`src/mie_pkg.sv`:
```
// Package for the modular inverse block: microcode types, step addresses and the program table.
`default_nettype none
package mie_pkg;

	localparam int PC_W = 4;

	typedef logic [PC_W-1:0] pc_t;

	// Datapath operations selected by a control word.
	typedef enum logic [3:0] {
		OP_NOP,
		OP_LOAD,
		OP_DIVSTEP,
		OP_SETR1,
		OP_DIVSET,
		OP_ITER,
		OP_REDUCE,
		OP_EMITOK,
		OP_EMITNO
	} op_t;

	// Conditions under which a step repeats itself.
	typedef enum logic [1:0] {
		H_NONE,
		H_NOINPUT,
		H_DIVBUSY,
		H_OUTBUSY
	} hold_t;

	// Conditions under which a step branches to its target.
	typedef enum logic [2:0] {
		J_NEVER,
		J_ALWAYS,
		J_MZERO,
		J_R1ZERO,
		J_R0NOT1
	} jmp_t;

	typedef struct packed {
		op_t   op;
		hold_t hold;
		jmp_t  jmp;
		pc_t   target;
	} ucode_t;

	// Control from the sequencer to the datapath and output register.
	typedef struct packed {
		op_t  op;
		logic en;
	} ctl_t;

	// Status from the datapath back to the sequencer.
	typedef struct packed {
		logic m_zero;
		logic div_busy;
		logic r1_zero;
		logic r0_not1;
	} stat_t;

	localparam pc_t PC_LOAD   = 4'd0;
	localparam pc_t PC_CHKM   = 4'd1;
	localparam pc_t PC_DIVA   = 4'd2;
	localparam pc_t PC_SETR1  = 4'd3;
	localparam pc_t PC_DIVSET = 4'd4;
	localparam pc_t PC_DIVQ   = 4'd5;
	localparam pc_t PC_ITER   = 4'd6;
	localparam pc_t PC_CHKG   = 4'd7;
	localparam pc_t PC_REDUCE = 4'd8;
	localparam pc_t PC_EMITOK = 4'd9;
	localparam pc_t PC_EMITNO = 4'd10;

	function automatic ucode_t ucode_rom(input pc_t pc);
		ucode_t w;
		case (pc)
			PC_LOAD:   w = '{op: OP_LOAD,    hold: H_NOINPUT, jmp: J_NEVER,  target: PC_LOAD};
			PC_CHKM:   w = '{op: OP_NOP,     hold: H_NONE,    jmp: J_MZERO,  target: PC_EMITNO};
			PC_DIVA:   w = '{op: OP_DIVSTEP, hold: H_DIVBUSY, jmp: J_NEVER,  target: PC_LOAD};
			PC_SETR1:  w = '{op: OP_SETR1,   hold: H_NONE,    jmp: J_NEVER,  target: PC_LOAD};
			PC_DIVSET: w = '{op: OP_DIVSET,  hold: H_NONE,    jmp: J_R1ZERO, target: PC_CHKG};
			PC_DIVQ:   w = '{op: OP_DIVSTEP, hold: H_DIVBUSY, jmp: J_NEVER,  target: PC_LOAD};
			PC_ITER:   w = '{op: OP_ITER,    hold: H_NONE,    jmp: J_ALWAYS, target: PC_DIVSET};
			PC_CHKG:   w = '{op: OP_NOP,     hold: H_NONE,    jmp: J_R0NOT1, target: PC_EMITNO};
			PC_REDUCE: w = '{op: OP_REDUCE,  hold: H_NONE,    jmp: J_NEVER,  target: PC_LOAD};
			PC_EMITOK: w = '{op: OP_EMITOK,  hold: H_OUTBUSY, jmp: J_ALWAYS, target: PC_LOAD};
			PC_EMITNO: w = '{op: OP_EMITNO,  hold: H_OUTBUSY, jmp: J_ALWAYS, target: PC_LOAD};
			default:   w = '{op: OP_NOP,     hold: H_NONE,    jmp: J_ALWAYS, target: PC_LOAD};
		endcase
		return w;
	endfunction

endpackage
`default_nettype wire

```
`src/mie_seq.sv`:
```
// Microcode sequencer: step counter, program table lookup, holds and conditional jumps.
`default_nettype none
module mie_seq (
	input  wire logic          clk,
	input  wire logic          arst_n,
	input  wire logic          in_valid,
	input  wire logic          out_busy,
	input  wire mie_pkg::stat_t stat,
	output mie_pkg::ctl_t      ctl,
	output logic               in_stall
);

	mie_pkg::pc_t   pc_q;
	mie_pkg::pc_t   pc_next;
	mie_pkg::ucode_t uw;
	logic           hold;
	logic           take;

	assign uw = mie_pkg::ucode_rom(pc_q);

	always_comb begin
		case (uw.hold)
			mie_pkg::H_NONE:    hold = 1'b0;
			mie_pkg::H_NOINPUT: hold = !in_valid;
			mie_pkg::H_DIVBUSY: hold = stat.div_busy;
			mie_pkg::H_OUTBUSY: hold = out_busy;
			default:            hold = 1'b0;
		endcase
	end

	always_comb begin
		case (uw.jmp)
			mie_pkg::J_NEVER:  take = 1'b0;
			mie_pkg::J_ALWAYS: take = 1'b1;
			mie_pkg::J_MZERO:  take = stat.m_zero;
			mie_pkg::J_R1ZERO: take = stat.r1_zero;
			mie_pkg::J_R0NOT1: take = stat.r0_not1;
			default:           take = 1'b0;
		endcase
	end

	always_comb begin
		if (hold) begin
			pc_next = pc_q;
		end else if (take) begin
			pc_next = uw.target;
		end else begin
			pc_next = pc_q + mie_pkg::PC_W'(1);
		end
	end

	// A division step works every cycle; only waits on a handshake suppress the operation.
	always_comb begin
		ctl.op   = uw.op;
		ctl.en   = !(hold && (uw.hold != mie_pkg::H_DIVBUSY));
		in_stall = (uw.op != mie_pkg::OP_LOAD);
	end

	always_ff @(posedge clk or negedge arst_n) begin
		if (!arst_n) begin
			pc_q <= mie_pkg::PC_LOAD;
		end else begin
			pc_q <= pc_next;
		end
	end

endmodule
`default_nettype wire

```
`src/mie_dp.sv`:
```
// Datapath: remainder and coefficient registers with a shared bit-serial divider.
`default_nettype none
module mie_dp #(
	parameter int WIDTH = 32
) (
	input  wire logic            clk,
	input  wire logic            arst_n,
	input  wire mie_pkg::ctl_t   ctl,
	input  wire logic [WIDTH-1:0] a_in,
	input  wire logic [WIDTH-1:0] m_in,
	output mie_pkg::stat_t       stat,
	output logic [WIDTH-1:0]     res_inv
);

	localparam int CNT_W = $clog2(WIDTH);

	logic [WIDTH-1:0] mod_q, r0_q, r1_q, u0_q, u1_q;
	logic [WIDTH-1:0] num_q, den_q, rem_q, acc_q;
	logic [CNT_W-1:0] cnt_q;
	logic             par_q;

	logic [WIDTH:0]   trial;
	logic [WIDTH:0]   diff;
	logic             qbit;
	logic [WIDTH-1:0] rem_next;
	logic [WIDTH-1:0] acc_next;

	// One restoring division step; the quotient bit also builds q * u1 in the accumulator.
	always_comb begin
		trial    = {rem_q, num_q[WIDTH-1]};
		diff     = trial - {1'b0, den_q};
		qbit     = !diff[WIDTH];
		rem_next = qbit ? diff[WIDTH-1:0] : trial[WIDTH-1:0];
		acc_next = {acc_q[WIDTH-2:0], 1'b0} + (qbit ? u1_q : '0);
	end

	// An even number of steps leaves a negative coefficient, so it is folded into range.
	always_comb begin
		if (!par_q && (u0_q != '0)) begin
			res_inv = mod_q - u0_q;
		end else begin
			res_inv = u0_q;
		end
	end

	always_comb begin
		stat.m_zero   = (mod_q == '0);
		stat.div_busy = (cnt_q != '0);
		stat.r1_zero  = (r1_q == '0);
		stat.r0_not1  = (r0_q != WIDTH'(1));
	end

	always_ff @(posedge clk or negedge arst_n) begin
		if (!arst_n) begin
			cnt_q <= '0;
		end else if (ctl.en) begin
			case (ctl.op)
				mie_pkg::OP_LOAD:    cnt_q <= CNT_W'(WIDTH - 1);
				mie_pkg::OP_DIVSET:  cnt_q <= CNT_W'(WIDTH - 1);
				mie_pkg::OP_DIVSTEP: cnt_q <= cnt_q - CNT_W'(1);
				default:             cnt_q <= cnt_q;
			endcase
		end
	end

	always_ff @(posedge clk) begin
		if (ctl.en) begin
			case (ctl.op)
				mie_pkg::OP_LOAD: begin
					mod_q <= m_in;
					r0_q  <= m_in;
					u0_q  <= '0;
					u1_q  <= WIDTH'(1);
					par_q <= 1'b0;
					num_q <= a_in;
					den_q <= m_in;
					rem_q <= '0;
					acc_q <= '0;
				end
				mie_pkg::OP_DIVSTEP: begin
					rem_q <= rem_next;
					acc_q <= acc_next;
					num_q <= {num_q[WIDTH-2:0], 1'b0};
				end
				mie_pkg::OP_SETR1: begin
					r1_q <= rem_q;
				end
				mie_pkg::OP_DIVSET: begin
					num_q <= r0_q;
					den_q <= r1_q;
					rem_q <= '0;
					acc_q <= '0;
				end
				mie_pkg::OP_ITER: begin
					r0_q  <= r1_q;
					r1_q  <= rem_q;
					u0_q  <= u1_q;
					u1_q  <= u0_q + acc_q;
					par_q <= !par_q;
				end
				mie_pkg::OP_REDUCE: begin
					if (u0_q >= mod_q) begin
						u0_q <= u0_q - mod_q;
					end
				end
				default: begin
				end
			endcase
		end
	end

endmodule
`default_nettype wire

```
`src/modular_inverse_ext_euclid.sv`:
```
// Top level of the modular inverse block: operand sizing, sequencer, datapath and result register.
//
//  channel  | handshake            | payload
//  ---------+----------------------+-----------------------------
//  input    | in_valid / in_stall  | value[31:0], modulus[31:0]
//  output   | out_valid / out_stall| inverse[31:0], exists
//
// One item at a time. Each Euclid step runs the bit-serial divider, which makes one quotient
// bit per cycle; the number of Euclid steps is at most about 1.44*WIDTH. A zero modulus
// skips the division and goes straight to the no-inverse result.
// Reset clears the step counter, the divider count and the output valid flag only.
// A finished result waits in the output register while the next transaction is taken in.
`default_nettype none
module modular_inverse_ext_euclid #(
	parameter int WIDTH = 32
) (
	input  wire logic        clk,
	input  wire logic        arst_n,
	input  wire logic        in_valid,
	output logic             in_stall,
	input  wire logic [31:0] value,
	input  wire logic [31:0] modulus,
	output logic             out_valid,
	input  wire logic        out_stall,
	output logic [31:0]      inverse,
	output logic             exists
);

	mie_pkg::ctl_t  ctl;
	mie_pkg::stat_t stat;

	logic [WIDTH+31:0] a_wide, m_wide, inv_wide;
	logic [WIDTH-1:0]  res_inv;
	logic              out_valid_q;
	logic [31:0]       inverse_q;
	logic              exists_q;
	logic              out_busy;
	logic              emit;

	// Operands are cut or padded to WIDTH bits; the result is cut or padded back to 32.
	assign a_wide   = {WIDTH'(0), value};
	assign m_wide   = {WIDTH'(0), modulus};
	assign inv_wide = {32'd0, res_inv};

	assign out_busy = out_valid_q && out_stall;
	assign emit     = ctl.en && ((ctl.op == mie_pkg::OP_EMITOK) || (ctl.op == mie_pkg::OP_EMITNO));

	mie_seq u_seq (
		.clk      (clk),
		.arst_n   (arst_n),
		.in_valid (in_valid),
		.out_busy (out_busy),
		.stat     (stat),
		.ctl      (ctl),
		.in_stall (in_stall)
	);

	mie_dp #(
		.WIDTH (WIDTH)
	) u_dp (
		.clk     (clk),
		.arst_n  (arst_n),
		.ctl     (ctl),
		.a_in    (a_wide[WIDTH-1:0]),
		.m_in    (m_wide[WIDTH-1:0]),
		.stat    (stat),
		.res_inv (res_inv)
	);

	always_ff @(posedge clk or negedge arst_n) begin
		if (!arst_n) begin
			out_valid_q <= 1'b0;
		end else if (emit) begin
			out_valid_q <= 1'b1;
		end else if (!out_stall) begin
			out_valid_q <= 1'b0;
		end
	end

	always_ff @(posedge clk) begin
		if (emit) begin
			if (ctl.op == mie_pkg::OP_EMITOK) begin
				inverse_q <= inv_wide[31:0];
				exists_q  <= 1'b1;
			end else begin
				inverse_q <= '0;
				exists_q  <= 1'b0;
			end
		end
	end

	assign out_valid = out_valid_q;
	assign inverse   = inverse_q;
	assign exists    = exists_q;

endmodule
`default_nettype wire

```
`config.mk`:
```
export PLATFORM = sky130hd
export DESIGN_NAME = modular_inverse_ext_euclid
export DESIGN_NICKNAME = d
export VERILOG_FILES = /design/src/mie_pkg.sv /design/src/mie_seq.sv /design/src/mie_dp.sv /design/src/modular_inverse_ext_euclid.sv
export SDC_FILE = /design/constraint.sdc
export NUM_CORES = 1
export LEC_CHECK = 0
export BUFFER_PORTS_ARGS = -buffer_cell sky130_fd_sc_hd__buf_2
export CAP_MARGIN = 20
export CORE_ASPECT_RATIO = 0.75
export CORE_MARGIN = 2
export CORE_UTILIZATION = 40
export DETAILED_ROUTE_END_ITERATION = 10
export PLACE_DENSITY_LB_ADDON = 0.25
export REMOVE_ABC_BUFFERS = 1
export SLEW_MARGIN = 20
export SYNTH_ARGS = -nofsm -noshare
export SYNTH_HDL_FRONTEND = slang
export SYNTH_HIERARCHICAL = 1
export SYNTH_SLANG_ARGS = --single-unit
```
`constraint.sdc`:
```
create_clock -name clk -period 5.6 [get_ports clk]
set_clock_uncertainty 0.2 [all_clocks]
set_input_delay 1.12 -clock clk [delete_from_list [all_inputs] [get_ports clk]]
set_output_delay 1.12 -clock clk [all_outputs]
set_load 0.02 [all_outputs]
```
# [Yosys cells after proc, flatten, opt, wreduce, memory -nomap -nowiden]
# Memory sizes are Yosys's and may differ from the RTL's.
# Index checks and enable logic that the tools add are counted.
[classes] addsub=7 mul=0 div=0 order_cmp=1 n_eq_ne=20 n_shift=0 n_mux=19 n_bitwise=1 reduce_logical=27
[op_table] operator="$pmux W32 S2" n=5
[op_table] operator="$pmux W32 S3" n=2
[op_table] operator="$mux W32" n=4
[op_table] operator="$add A32 B32 Y32" n=2
[op_table] operator="$logic_not A32 Y1" n=2
[op_table] operator="$sub A32 B32 Y32" n=2
[op_table] operator="$sub A33 B32 Y33" n=1
[op_table] operator="$ge A32 B32 Y1" n=1
[op_table] operator="$ne A32 B1 Y1 const B" n=1
[op_table] operator="$reduce_bool A32 Y1" n=1
[op_table] operator="$eq A4 B3 Y1 const B" n=4
[op_table] operator="$reduce_and A2 Y1" n=6
[op_table] operator="$pmux W5 S2" n=1
[op_table] operator="$eq A4 B2 Y1 const B" n=2
[op_table] operator="$pmux W1 S4" n=2
[op_table] operator="$eq A3 B2 Y1 const B" n=2
[op_table] operator="$reduce_bool A2 Y1" n=3
[op_table] operator="$reduce_bool A3 Y1" n=2
[op_table] operator="$reduce_bool A5 Y1" n=1
[op_table] operator="$sub A5 B1 Y5 const B" n=1
[op_table] operator="$add A4 B1 Y4 const B" n=1
[op_table] operator="$eq A2 B2 Y1 const B" n=2
[op_table] operator="$eq A4 B1 Y1 const B" n=1
[op_table] operator="$eq A4 B4 Y1 const B" n=1
[op_table] operator="other kinds (16)" n=25
[word_totals] ff_bits=332 latchBits=0 ramBits=0 romBits=208 input_bits=68 out_inout_bits=35 wordCells=91 mem_count=1
[mem_list] memory="(name not given)" depth=16 word_bits=13 rd=1 rd_ports_with_merged_regs=0 write_ports=0 line_no="mie_pkg.sv:74" rtl="case (pc)"

# [Longest topological paths before layout]
# Gate-level depths: netlist (run 1).
# An unclocked memory read counts as a cell.
[logic_depth] depth_word=7 mapped_depth=22 depth_no_buf=21

# [Hierarchy]
# The synthesis (run 1) kept the hierarchy.
[modules_own_cells] module="mie_dp" n_inst=1 cells_each=2146 area_each_um2=20312.0 seq_area_each_um2=8803.4
[modules_own_cells] module="modular_inverse_ext_euclid" n_inst=1 cells_each=75 area_each_um2=1281.2 seq_area_each_um2=1016.0
[modules_own_cells] module="mie_seq" n_inst=1 cells_each=71 area_each_um2=584.3 seq_area_each_um2=100.1

# [Worst setup path before layout (run 1)]
# OpenSTA, ideal clock, no wires.
[synth_timing] kind="reg-to-reg" start="register u_seq.pc_q[0]" end="register u_dp.cnt_q[4]" setup_ns=0.121 t_arrival_ns=5.026 required_ns=5.279 setup_slack_ns=0.253 stages_incl_launch_ff=13 n_path_buf=0 period_less_slack_ns=5.347 path_cell_list="dfrtp_1 -> inv_1 -> ha_1 -> nor2_1 -> a21oi_1 -> o21ai_1 -> nand2b_1 -> nor3_1 -> o21a_1 -> nand2_1 -> nor3_1 -> xnor2_1 -> nand2_1"
[synth_rtl] item="start, declared" line_no="mie_seq.sv:13" rtl="mie_pkg::pc_t pc_q;"
[synth_rtl] item="start signal, assigned" line_no="mie_seq.sv:61" rtl="pc_q <= mie_pkg::PC_LOAD;"
[synth_rtl] item="start signal, assigned" line_no="mie_seq.sv:63" rtl="pc_q <= pc_next;"
[synth_rtl] item="end signal, assigned" line_no="mie_dp.sv:58" rtl="mie_pkg::OP_LOAD: cnt_q <= CNT_W'(WIDTH - 1);"
[synth_rtl] item="end signal, assigned" line_no="mie_dp.sv:59" rtl="mie_pkg::OP_DIVSET: cnt_q <= CNT_W'(WIDTH - 1);"
[synth_rtl] item="end signal, assigned" line_no="mie_dp.sv:60" rtl="mie_pkg::OP_DIVSTEP: cnt_q <= cnt_q - CNT_W'(1);"
[synth_rtl] item="end, declared" line_no="mie_dp.sv:19" rtl="logic [CNT_W-1:0] cnt_q;"

# [Final worst setup path (run 1)]
[layout_timing] start="register u_dp.num_q[31]" end="register u_dp.acc_q[28], data pin"
[layout_via] elab_chain_len=4
[layout_rtl] item="start, declared" line_no="mie_dp.sv:18" rtl="logic [WIDTH-1:0] num_q, den_q, rem_q, acc_q;"
[layout_rtl] item="start signal, assigned" line_no="mie_dp.sv:75" rtl="num_q <= a_in;"
[layout_rtl] item="start signal, assigned" line_no="mie_dp.sv:83" rtl="num_q <= {num_q[WIDTH-2:0], 1'b0};"
[layout_rtl] item="start signal, assigned" line_no="mie_dp.sv:89" rtl="num_q <= r0_q;"
[layout_rtl] item="$sub A33 B32 Y33" line_no="mie_dp.sv:31" rtl="diff = trial - {1'b0, den_q};"
[layout_rtl] item="$mux W32" line_no="mie_dp.sv:34" rtl="acc_next = {acc_q[WIDTH-2:0], 1'b0} + (qbit ? u1_q : '0);"
[layout_rtl] item="$add A32 B32 Y32" line_no="mie_dp.sv:34"
[layout_rtl] item="$pmux W32 S2" line_no="mie_dp.sv:68" rtl="case (ctl.op)"
[layout_rtl] item="end signal, assigned" line_no="mie_dp.sv:82" rtl="acc_q <= acc_next;"
[layout_rtl] item="end, declared" line_no="mie_dp.sv:18"
# Every way passes these cells.
# A chain may end at the register's enable or synchronous reset.

==> summary.md, run 1 <==
| Metric | Value |
|---|---|
| Slew Viols, Final | 0 |
| First element of the critical path | u_dp/num_q[31]$_DFFE_PP_ |
| Cell type with the largest total area after synthesis | sky130_fd_sc_hd__edfxtp_1 |
| Final HPWL DP | 50,550 um |
| Largest net degree at the start of global routing | 65 |
| Port-buffer cells | 102 |
| Type of destination of the critical path | flip-flop |
| Number of remaining DRC errors | 9 |
| Die Y | 207.9 um |
| Type of the worst setup path | flip-flop to flip-flop |
| First-pass detailed-route iteration total | 9 |
| I/O pins | 103 |
| Min Clock Period, post-route | 5.280 ns |
| Number of nets in the finished design | 2,605 |
| Ratio of cells with drive above 1 in the final layout | 10.77% |
| Antenna violations before repair | 0 |
| Clock tree sinks | 332 |
| Combined global-route utilization of all metal layers | 23.17% |
| Worst reg2reg path startpoint | u_dp/num_q[31]$_DFFE_PP_ |
| Reported max-cap violation count | 0 |
| Worst-path cell chain | inv_1, ha_1, fa_1, nor2b_1, o31a_1, o221ai_1, nand3_1, a31oi_4, xnor2_4, and2_1, ha_1, a211oi_1, o31ai_1, o311ai_2, a31oi_2, o41ai_2, buf_4, o21bai_1, o31a_1, xnor2_1, nor2_1 |
| Maximum clock path buffer count | 3 |
| Clock slew at the register clock pins of the worst setup and hold paths | 0.06 ns |
| Number of distinct library cell variants in the gate-level netlist after synthesis | 86 |
| Primary FF master, synth | sky130_fd_sc_hd__edfxtp_1 |
| Clock root buffer | sky130_fd_sc_hd__clkbuf_16 |
| Count of state elements after synthesis | 332 |
| Ys async rst share | 3.012% |
| Count of vias placed by the detailed router | 17,860 |
| Gate family responsible for the most delay along the worst path | compound AO/OA/AOI/OAI gates |
| Top-area cell type share of the netlist area | 43.60% |
| Top cells by area, synth | sky130_fd_sc_hd__edfxtp_1, sky130_fd_sc_hd__ha_1, sky130_fd_sc_hd__nand2_1, sky130_fd_sc_hd__a21oi_1, sky130_fd_sc_hd__xnor2_1 |
| CP required | 5.72 ns |
| Commonest non-fill, non-tap cells in the layout | sky130_fd_sc_hd__nand2_1, sky130_fd_sc_hd__edfxtp_1, sky130_fd_sc_hd__ha_1, sky130_fd_sc_hd__a21oi_1, sky130_fd_sc_hd__nor2_1 |
| Filler cells | 5,227 |
| Utilization after layout | 45.30% |
| Maximum fanout along the worst path | 6 |
| Avg Inst Size Synth | 9.676 um^2 |
| Failing checks | design-rule violations |
| Total of hold buffers inserted after clock tree synthesis | 0 |
| Leading cell type in the layout, fill and taps excluded | sky130_fd_sc_hd__nand2_1 |
| Initial DRC count | 1,711 |
| Highest attainable clock frequency | 189.4 MHz |
| Max stage delay on crit path | 0.42 ns |
| Final setup violation count | 0 |
| Buffering stage count on the worst path with inverters included | 2 |
| Core region area | 54,630 um^2 |
| Floorplan die width | 275.9 um |
| Depth of the CTS H-tree | 2 |
| Number of warnings reported in the yosys synthesis log | 6 |
| Avg Vias per Cell | 5.728 |
| Fin crit share | 94.29% |
| Effective utilization at floorplan | 40.60% |
| Remaining global-route overflow | 0 |
| Setup_tns | 0 ns |
| Clk_lat worst skew | 0.58 ns |
| Area overhead of the layout relative to synthesis | 11.57% |
| Global-route wire length before repair | 102,100 um |
| Global placer's final weighted congestion | 0.9303 |
| TritonCTS clock tree | built |
| Count of antenna-violating nets left after detailed routing | 0 |
| Post-synth EDFFs | 322 |
| Sequential share of the synthesized area | 44.73% |
| Measured slew at the worst slew-check pin | 1.064 ns |
| Area of the mapped netlist | 22,180 um^2 |
| Inserted Clock Buffers | 38 |
| Endpoints failing hold | 0 |
| Wire length reported by the detailed router | 67,040 um |
| Critical path data arrival time | 5.40 ns |
| Ant diodes | 0 |
| Per-cell routed wire length | 21.50 um |
| Number of placement rows | 74 |
| Result of the run | complete, but fails checks |
| Die area | 57,360 um^2 |
| Sort of element at the start of the critical path | flip-flop |
| Gate count after technology mapping | 2,292 |
| CP max stage cell | sky130_fd_sc_hd__fa_1 |
| Via count of the first global-routing pass | 17,000 |
| Worst slew slack as a fraction of its limit | 29.05% |
| Worst hold-check path type | input pin to asynchronous set/reset pin |
-- cell families after synthesis --
| kind of cell | after synthesis | synth area share (%) |
|---|---|---|
| AO/OA/AOI/OAI | 582 | 17.14 |
| adder cells (fa/ha/maj) | 168 | 9.647 |
| XOR/XNOR | 121 | 4.812 |
| AND/OR/NAND/NOR | 813 | 17.34 |
| buffers and inverters | 233 | 4.209 |
| flip-flops | 332 | 44.73 |
| multiplexers | 43 | 2.127 |
-- cell usage after synthesis (10+ instances only) --
cell type / n
sky130_fd_sc_hd__a211o_1: 10
sky130_fd_sc_hd__a211oi_1: 13
sky130_fd_sc_hd__a21o_1: 60
sky130_fd_sc_hd__a21oi_1: 148
sky130_fd_sc_hd__a22oi_1: 32
sky130_fd_sc_hd__a31oi_1: 24
sky130_fd_sc_hd__and2_1: 72
sky130_fd_sc_hd__and3_1: 20
sky130_fd_sc_hd__clkbuf_1: 73
sky130_fd_sc_hd__dfrtp_1: 10
sky130_fd_sc_hd__edfxtp_1: 322
sky130_fd_sc_hd__ha_1: 163
sky130_fd_sc_hd__inv_1: 134
sky130_fd_sc_hd__mux2_2: 32
sky130_fd_sc_hd__mux2i_1: 10
sky130_fd_sc_hd__nand2_1: 339
sky130_fd_sc_hd__nand2b_1: 17
sky130_fd_sc_hd__nand3_1: 38
sky130_fd_sc_hd__nand4_1: 28
sky130_fd_sc_hd__nor2_1: 144
sky130_fd_sc_hd__nor2b_1: 20
sky130_fd_sc_hd__nor3_1: 41
sky130_fd_sc_hd__nor4_1: 37
sky130_fd_sc_hd__o211ai_1: 13
sky130_fd_sc_hd__o21a_1: 29
sky130_fd_sc_hd__o21ai_0: 119
sky130_fd_sc_hd__o21ai_1: 18
sky130_fd_sc_hd__o21bai_1: 24
sky130_fd_sc_hd__o31ai_1: 15
sky130_fd_sc_hd__or3_1: 16
sky130_fd_sc_hd__xnor2_1: 75
sky130_fd_sc_hd__xor2_1: 45
-- per-stage QoR --
step	instance area, um^2	instances	hold WS, ns	setup WS (ns)
after floorplan	21750	2194	0.2536	-2.634
after global placement	23480	3046	0.2599	0.05410
after detailed placement	23480	3046	0.2699	-0.01518
after CTS	24670	3113	0.1799	0.03009
after global routing	24740	3118	0.2031	-0.01508
final	24740	3118	0.1979	0.3198
-- worst reg2reg max path, delay by kind of cell, from the launching register on --
| family | cells | cell delay, ns |
|---|---|---|
| flops | 1 | 0.35 |
| compound gates | 10 | 2.15 |
| simple gates | 4 | 0.70 |
| xor+xnor | 2 | 0.46 |
| buf+inv | 2 | 0.23 |
| fa+ha+maj | 3 | 0.91 |
-- final timing paths --
path	endpoint	slack [ns]	depth (start not counted)
max	u_dp/acc_q[28]$_SDFFCE_PP0P_	0.32	21
min reg2reg	u_dp/r1_q[23]$_DFFE_PP_	0.28	0
min	u_dp/cnt_q[1]$_DFFE_PN0P_	0.20	1
min in group clk	u_dp/r1_q[23]$_DFFE_PP_	0.28	0
max reg2reg	u_dp/acc_q[28]$_SDFFCE_PP0P_	0.32	21
max in group asynchronous	u_seq/pc_q[1]$_DFFE_PN0N_	4.80	1
-- metal layers --
layer	wire [um]	part of all wire, %	track usage [%]	up-vias
met2	27770	41	33.38	625
met3	4885	7.3	3.913	85
met4	1819	2.7	6.656	0
li1	-	-	-	8504
met1	32570	49	35.38	8646
met5	0	0	0	-
-- flip-flops by register name (all words and copies together), names as in the netlist --
register    count
inverse        32
u_dp/acc_q     32
u_dp/den_q     32
u_dp/mod_q     32
u_dp/num_q     32
u_dp/r0_q      32
u_dp/r1_q      32
u_dp/rem_q     32
u_dp/u0_q      32
u_dp/u1_q      32
u_dp/cnt_q      5
u_seq/pc_q      4
exists          1
out_valid       1
u_dp/par_q      1
-- repair_timing --
item                       4_1_cts  5_1_grt
setup buffers                    0        4
setup endpoints to repair        2        8
gates resized for setup          1        4
pin swaps                        0        4
hold endpoints to repair         0        0
gates cloned                     0        1
-- final cells by class --
type	count	area [um^2]	area share (%)
Tap cell	722	903.4	3.651
Timing Repair Buffer	134	775.7	3.135
Clock inverter	15	175.2	0.7079
Inverter	135	506.7	2.048
Sequential cell	332	9920	40.09
Clock buffer	52	1003	4.055
Multi-Input combinational cell	1728	11460	46.31
Power of run 1 is left out: the tool's default activity adds up to more than one toggle a clock period on the data nets, which glitch-free logic cannot reach.
==> run 2: changes to the inputs <==
--- a/config.mk
+++ b/config.mk
@@ -11,3 +11,3 @@
 export CORE_MARGIN = 2
-export CORE_UTILIZATION = 40
+export CORE_UTILIZATION = 57
 export DETAILED_ROUTE_END_ITERATION = 10
==> constraint.sdc (replaced) <==
create_clock -name clk -period 5.6 [get_ports clk]
set_clock_uncertainty 0.2 [all_clocks]
set_input_delay 0.56 -clock clk [delete_from_list [all_inputs] [get_ports clk]]
set_output_delay 0.56 -clock clk [all_outputs]
set_load 0.02 [all_outputs]
==> summary.md, run 2 (synthesis results as in run 1) <==
| Metric | Value |
|---|---|
| I/O pins | 103 (unchanged) |
| Floorplan die width | 231.8 um (was 275.9 um) |
| Global placer's final weighted congestion | 0.9649 (was 0.9303) |
| Max stage delay on crit path | 0.43 ns (was 0.42 ns) |
| Worst hold slack across all endpoints | 0.02871 ns (was 0.1979 ns) |
| Sort of element at the start of the critical path | flip-flop (unchanged) |
| Effective utilization at floorplan | 57.87% (was 40.60%) |
| CP required | 5.83 ns (was 5.72 ns) |
| Avg Vias per Cell | 6.235 (was 5.728) |
| Setup_tns | 0 ns (unchanged) |
| Clk_lat worst skew | 0.56 ns (was 0.58 ns) |
| Worst slew slack as a fraction of its limit | 31.52% (was 29.05%) |
| Clock tree sinks | 332 (unchanged) |
| Inserted Clock Buffers | 36 (was 38) |
| Placed Instance Area | 23,200 um^2 (was 23,480 um^2) |
| Measured slew at the worst slew-check pin | 1.027 ns (was 1.064 ns) |
| RSZ-0062 raised after global routing | no |
| Maximum fanout along the worst path | 19 (was 6) |
| Result of the run | completed (was complete, but fails checks) |
| Summed area of non-filler cells in the final layout | 24,430 um^2 (was 24,740 um^2) |
| Final HPWL DP | 47,590 um (was 50,550 um) |
| Via count of the first global-routing pass | 16,960 (was 17,000) |
| Worst hold-check path type | input pin to flip-flop (was input pin to asynchronous set/reset pin) |
| Number of nets in the finished design | 2,598 (was 2,605) |
| First-pass detailed-route iteration total | 6 (was 9) |
| Endpoints failing hold | 0 (unchanged) |
| Initial DRC count | 1,871 (was 1,711) |
| Depth of the CTS H-tree | 2 (unchanged) |
| Core region area | 38,320 um^2 (was 54,630 um^2) |
| Remaining global-route overflow | 0 (unchanged) |
| CP max stage cell | sky130_fd_sc_hd__fa_1 (unchanged) |
| Leading cell type in the layout, fill and taps excluded | sky130_fd_sc_hd__nand2_1 (unchanged) |
| Type of the worst setup path | flip-flop to flip-flop (unchanged) |
| Number of placement rows | 62 (was 74) |
| Count of antenna-violating nets left after detailed routing | 0 (unchanged) |
| Clock slew at the register clock pins of the worst setup and hold paths | 0.06 ns (about the same) |
| Final setup violation count | 0 (unchanged) |
| Antenna violations before repair | 0 (unchanged) |
| Fin crit share | 94.77% (was 94.29%) |
| Critical path data arrival time | 5.53 ns (was 5.40 ns) |
| Place WS | 0.08637 ns (was -0.01518 ns) |
| Global-route wire length before repair | 97,580 um (was 102,100 um) |
| Area overhead of the layout relative to synthesis | 10.14% (was 11.57%) |
| TritonCTS clock tree | built (unchanged) |
| Die area | 40,520 um^2 (was 57,360 um^2) |
| Commonest non-fill, non-tap cells in the layout | sky130_fd_sc_hd__nand2_1, sky130_fd_sc_hd__edfxtp_1, sky130_fd_sc_hd__ha_1, sky130_fd_sc_hd__a21oi_1, sky130_fd_sc_hd__nor2_1 (unchanged) |
| PnR worst setup slack | 0.2929 ns (was 0.3198 ns) |
| Min Clock Period, post-route | 5.307 ns (was 5.280 ns) |
| Slew Viols, Final | 0 (unchanged) |
| Cell occurring most often along the worst timing path | sky130_fd_sc_hd__ha_1 |
| Wire length reported by the detailed router | 63,830 um (was 67,040 um) |
| Reported max-cap violation count | 0 (unchanged) |
| Port-buffer cells | 102 (unchanged) |
| Type of destination of the critical path | flip-flop (unchanged) |
| Filler cells | 3,195 (was 5,227) |
| Combined global-route utilization of all metal layers | 31.21% (was 23.17%) |
| Number of remaining DRC errors | 0 (was 9) |
| Count of vias placed by the detailed router | 18,080 (was 17,860) |
| Worst-path cell chain | inv_1, ha_1, fa_1, nor2b_1, o31a_1, o221ai_1, nand3_1, a31oi_4, xnor2_4, buf_4, and2_1, ha_1, o21a_1, o21ai_0, a21oi_1, a221oi_1, a21bo_2, a41oi_1, o31ai_1, a211o_1, nand2_1 (was inv_1, ha_1, fa_1, nor2b_1, o31a_1, o221ai_1, nand3_1, a31oi_4, xnor2_4, and2_1, ha_1, a211oi_1, o31ai_1, o311ai_2, a31oi_2, o41ai_2, buf_4, o21bai_1, o31a_1, xnor2_1, nor2_1) |
| Die Y | 174.8 um (was 207.9 um) |
| Clock root buffer | sky130_fd_sc_hd__clkbuf_16 (unchanged) |
| Highest attainable clock frequency | 188.4 MHz (was 189.4 MHz) |
| Largest net degree at the start of global routing | 70 (was 65) |
| Per-cell routed wire length | 22.01 um (was 21.50 um) |
| Maximum clock path buffer count | 3 (unchanged) |
| Ratio of cells with drive above 1 in the final layout | 10.56% (was 10.77%) |
[run 2: cell types whose count changed in the layout (fill, tap and decap cells not counted), sizes merged]
cell and delta:
clkinv +8, clkbuf -12, diode +2, inv -2, buf -5, bufinv +1
xnor2 -1, dlygate4sd3 +1
[run 2: per-layer routing]
metal | wire length [um] | track usage, % | part of all wire [%] | vias up
met1 | 27740 | 45.08 | 43 | 8630
met4 | 1898 | 9.615 | 3.0 | 0
met2 | 28260 | 47.51 | 44 | 852
li1 | - | - | - | 8495
met5 | 0 | 0 | 0 | -
met3 | 5926 | 6.201 | 9.3 | 105
[run 2: path summary, 6_finish.rpt]
kind / cells past startpoint / startpoint / slack, ns / endpoint
min in group asynchronous: 2 / arst_n / 0.19 / u_seq/pc_q[2]$_DFFE_PN0N_
hold / removal: 1 / modulus[25] / 0.03 / u_dp/mod_q[25]$_DFFE_PP_
setup / recovery: 21 / u_dp/num_q[31]$_DFFE_PP_ / 0.29 / u_dp/acc_q[31]$_SDFFCE_PP0P_
hold reg to reg: 0 / u_dp/rem_q[16]$_SDFFCE_PP0P_ / 0.27 / u_dp/r1_q[16]$_DFFE_PP_
max in group asynchronous: 2 / arst_n / 4.81 / u_seq/pc_q[1]$_DFFE_PN0N_
setup reg to reg: 21 / u_dp/num_q[31]$_DFFE_PP_ / 0.29 / u_dp/acc_q[31]$_SDFFCE_PP0P_
[run 2: timing repair]
item,in CTS,in global routing
hold buffers,1,0
endpoints found under the hold margin,10,0
endpoints found under the setup margin,0,6
setup buffers,0,2
resized for setup,0,5
[run 2: final cells by class]
cell class	count	area [um^2]	share of cell area, %
repair buffers	130	748.2	3.063
clock buffers	40	937.1	3.837
flip-flops and latches	332	9920	40.61
well taps	512	640.6	2.623
clock inverters	22	217.7	0.8913
multi-input cells	1727	11450	46.88
diodes	2	5.005	0.02049
inverters	135	506.7	2.075
[run 2: critical path: cells and delay by family, from the launching register on]
family,cells,cell delay [ns]
flip-flops,1,0.35
buffers and inverters,2,0.32
AND/OR/NAND/NOR,4,0.63
adder cells (fa/ha/maj),3,0.94
AO/OA/AOI/OAI,11,2.46
XOR/XNOR,1,0.28
[run 2: per-stage QoR]
stage | util (%) | cells
global route | 63.73 | 2898
floorplan | - | 2194
CTS | 63.59 | 2896
global placement | 60.53 | 2833
finish | 63.74 | 2900
detailed placement | 60.55 | 2833
Power of run 2 is left out for the same reason.
